[src/hw/rtl/pcse_ram.sv]
// Generic single-write, single-read RAM with registered read data.
module pcse_ram #(
   parameter int WIDTH = 32,
   parameter int DEPTH = 64,
   localparam int AW = (DEPTH > 1) ? $clog2(DEPTH) : 1
) (
   input  logic             clock,
   input  logic             wr_en,
   input  logic [AW-1:0]    wr_addr,
   input  logic [WIDTH-1:0] wr_data,
   input  logic             rd_en,
   input  logic [AW-1:0]    rd_addr,
   output logic [WIDTH-1:0] rd_data
);

   logic [WIDTH-1:0] mem_ff [DEPTH];
   logic [WIDTH-1:0] rd_data_ff;

   always_ff @(posedge clock) begin
      if (wr_en) begin
         mem_ff[wr_addr] <= wr_data;
      end
      if (rd_en) begin
         rd_data_ff <= mem_ff[rd_addr];
      end
   end

   assign rd_data = rd_data_ff;

endmodule

[config.mk]
export PLATFORM = sky130hd
export DESIGN_NAME = pcse_ram
export DESIGN_NICKNAME = d
export VERILOG_FILES = /design/src/hw/rtl/pcse_ram.sv
export SDC_FILE = /design/constraint.sdc
export NUM_CORES = 2
export LEC_CHECK = 0
export BUFFER_PORTS_ARGS = -buffer_cell sky130_fd_sc_hd__buf_2
export CAP_MARGIN = 20
export CORE_ASPECT_RATIO = 0.75
export CORE_MARGIN = 2
export CORE_UTILIZATION = 60
export DETAILED_ROUTE_END_ITERATION = 10
export PLACE_DENSITY = 0.76
export SYNTH_ARGS = -nofsm -noshare
export SYNTH_HDL_FRONTEND = slang
export SYNTH_SLANG_ARGS = --single-unit
[constraint.sdc]
create_clock -name clock -period 9.61 [get_ports clock]
set_input_delay 1.922 -clock clock [delete_from_list [all_inputs] [get_ports clock]]
set_output_delay 1.922 -clock clock [all_outputs]
set_load 0.02 [all_outputs]
==> results.txt <==
Met3 Track Usage GR - 8.97%
Cts repair resizes - 0
M1 GR Usage - 44.1%
Final wirelength - 207 mm
Gpl congestion - 0.859
Post-Syn Nets - 3371
Cts bufs inserted - 181
Clock Skew - 0.0264 ns
CP endpoint kind - register
Hold Path Stages - 4
Slew at the pin with the worst max-slew slack - 1.11 ns
Vias in the first global route - 38.6k
Core area - 0.131 mm²
Synth cell types - 33
Antenna violations before repair - 27
Die Y - 318 µm
Asr flop ratio synth - 0%
Total grt overflow - 0
Root buf cell - clkbuf_16
Setup Fix Bufs, Post-CTS - 0
Total placed instance area - 0.0820 mm²
First-pass GRT wire length - 288 mm
Top FF cell, synth - edfxtp_1
Fmax - 213 MHz
Register area share after synthesis - 79.2%
# hold bufs at CTS - 0
Relative slew slack - 25.8%
DR DRC count - 0
Antenna Nets Post-Route - 1
Period minus WS final - 4.69 ns
Die area - 0.134 mm²
Violated checks - antenna rules
Count of final hold-check violations - 0
# setup viols final - 0
Worst Hold Path EP - rd_data[8]
Slowest cell delay on critical path - 0.76 ns
WHS - 0.786 ns
Placed insts - 5083
Avg Inst Size Synth - 23.7 µm²
RSZ-0062 raised after global routing - false
Die width - 423 µm
Row count - 115
Synthesis-to-layout area growth - 11.6%
GRT busiest layer - met2
Mapped cell area - 0.0788 mm²
Critical path's slowest cell - buf_4
Skew-Pair Late Insertion Delay - 0.82 ns
Reg-to-reg setup timing slack - 7.10 ns
Worst R2R End - rd_data[16]
Status - finished with violations
CP max FO - 67
Hold path start - mem_ff[12][8]
Required @ worst endpoint - 10.13 ns
Lkg Pwr - 27.2 nW
Initial core utilization - 60.3%
Post-DR vias/cell - 7.07
Clock buffer depth - 3
Nets - 3576
Worst vdd rail ir drop - 0.182 mV
MaxCap Viol Count - 0
Total iterations of the first detailed-routing run - 5
I/O Pins - 79
Period utilization - 48.8%
Non-filler cells, final - 5446
Clock slew at reported path FFs - 0.06 ns
Final design instance area without fill - 0.0880 mm²
Element type at the critical path start - primary input
Largest net degree at the start of global routing - 121
Hold crit path type - register to register
Critical setup path kind - primary input to register
Met2 usage - 46.1%
Setup TNS - 0 ns
Total GRT Usage - 30.9%
Cells along the critical path - buf_8 -> buf_4 -> mux4_2 -> o221ai_1 -> a21oi_1 -> a21oi_1 -> nor2_1
WL per Instance - 37.9 µm
#FFs+latches synth - 2080
Layout fillers - 7569
Mapped Cells - 3324
DPL Wire Length - 105 mm
Design Power - 18.1 mW
Yosys warnings - 0
Fraction of layout cells with a size suffix above 1 - 28.6%
I/O Buffers - 78
Post-synth EDFFs - 2080
Final-report max-slew violation count - 0
Via count - 38.5k
Initial DRC Count - 6622
CTS tree - yes
Arrival @ worst endpoint - 5.21 ns
H-tree Lvls - 4
PD cells - 206 mW/mm²
Most used cell, CP - a21oi_1
Reg2Reg Depth - 5
Worst r2r src - mem_ff[33][16]
CTS Sinks - 2080
-- worst max path at each step --
| stage | startpoint | endpoint | slack [ns] | cells after the start |
|---|---|---|---|---|
| 3_5_place_dp | rd_addr[0] | rd_data[26] | 4.10 | 6 |
| 6_report | rd_addr[1] | rd_data[16] | 4.92 | 7 |
| 2_1_floorplan | wr_addr[3] | mem_ff[48][0] | 4.53 | 4 |
| 5_1_grt | rd_addr[0] | rd_data[26] | 4.84 | 6 |
| 4_1_cts | rd_addr[0] | rd_data[26] | 4.98 | 6 |
| 3_3_place_gp | rd_addr[0] | rd_data[26] | 4.13 | 6 |
-- final cells by class --
class                      count  area (µm²)  area share [%]
antenna                       17        42.5          0.0483
clock inverter                97         803           0.913
tap                         1755        2200            2.50
clock buffer                 231        4800            5.46
timing repair buffer         204        1730            1.97
sequential                  2080       62500            71.0
multi-input combinational   1062       16000            18.1
-- layer usage --
metal / vias to the layer above / share of wire [%]
met4: 10 / 4.2
li1: 14713 / -
met3: 444 / 15
met5: - / 0.033
met1: 20165 / 35
met2: 3145 / 46
-- cells in the mapped netlist, types with 4 or more instances --
master	number	area (µm²)
buf_6	5	56.3
edfxtp_1	2080	62500
buf_1	21	78.8
nand3b_1	5	37.5
buf_4	25	188
mux4_2	544	12300
o32ai_1	4	35.0
o221ai_1	27	236
nor3_1	7	35.0
nor2_1	137	514
nand2_1	26	97.6
buf_2	57	285
nor2b_1	15	93.8
a21oi_1	62	310
o22ai_1	84	526
a22oi_1	12	90.1
nand2b_1	8	50.1
nand3_1	5	25.0
a41o_1	4	40.0
clkbuf_1	74	278
and3_1	4	25.0
mux2i_1	93	931
a311oi_1	8	70.1
-- state kept, by name (all words and copies together) (netlist names) --
| signal | cells |
|---|---|
| rd_data | 32 |
| mem_ff | 2048 |
-- kinds of logic after synthesis --
logic type,after synthesis,synth area share [%]
flip-flops,2080,79.2
multiplexers,637,16.7
AND/OR/NAND/NOR,223,1.26
AO/OA/AOI/OAI,202,1.67
buffers and inverters,182,1.12
-- worst max-delay path, delay by kind of cell --
family | cells | cell delay, ns
buffers and inverters | 2 | 1.19
AO/OA/AOI/OAI | 3 | 1.17
multiplexers | 1 | 0.63
AND/OR/NAND/NOR | 1 | 0.21
-- where the power goes --
part	internal, mW	switching [mW]	total (mW)	leakage, nW
combinational	0.340	0.639	0.979	5.77
clock	3.85	3.20	7.05	2.72
sequential	10.1	0.0409	10.1	18.7
-- through the flow --
stage          worst slack (ns)  utilization, %
4_1_cts                    4.98            67.0
5_1_grt                    4.84            67.3
3_3_place_gp               4.13            62.7
6_report                   4.92            67.3
3_5_place_dp               4.10            62.7
2_1_floorplan              4.53               -
-- placed cells by master (no fill, tap or decap), types with 7 or more instances in the layout --
cell,instances
a21oi_1,62
a22oi_1,12
a311oi_1,8
buf_12,27
buf_2,74
buf_4,98
bufinv_16,12
clkbuf_1,46
clkbuf_16,185
clkinv_1,47
clkinv_2,23
diode_2,17
edfxtp_1,2080
inv_6,7
mux2i_1,93
mux4_2,544
nand2_1,26
nand2b_1,8
nor2_1,75
nor2_4,62
nor2b_1,15
o221ai_1,27
o22ai_1,84
Note: power is estimated with default switching activity, not from simulation.
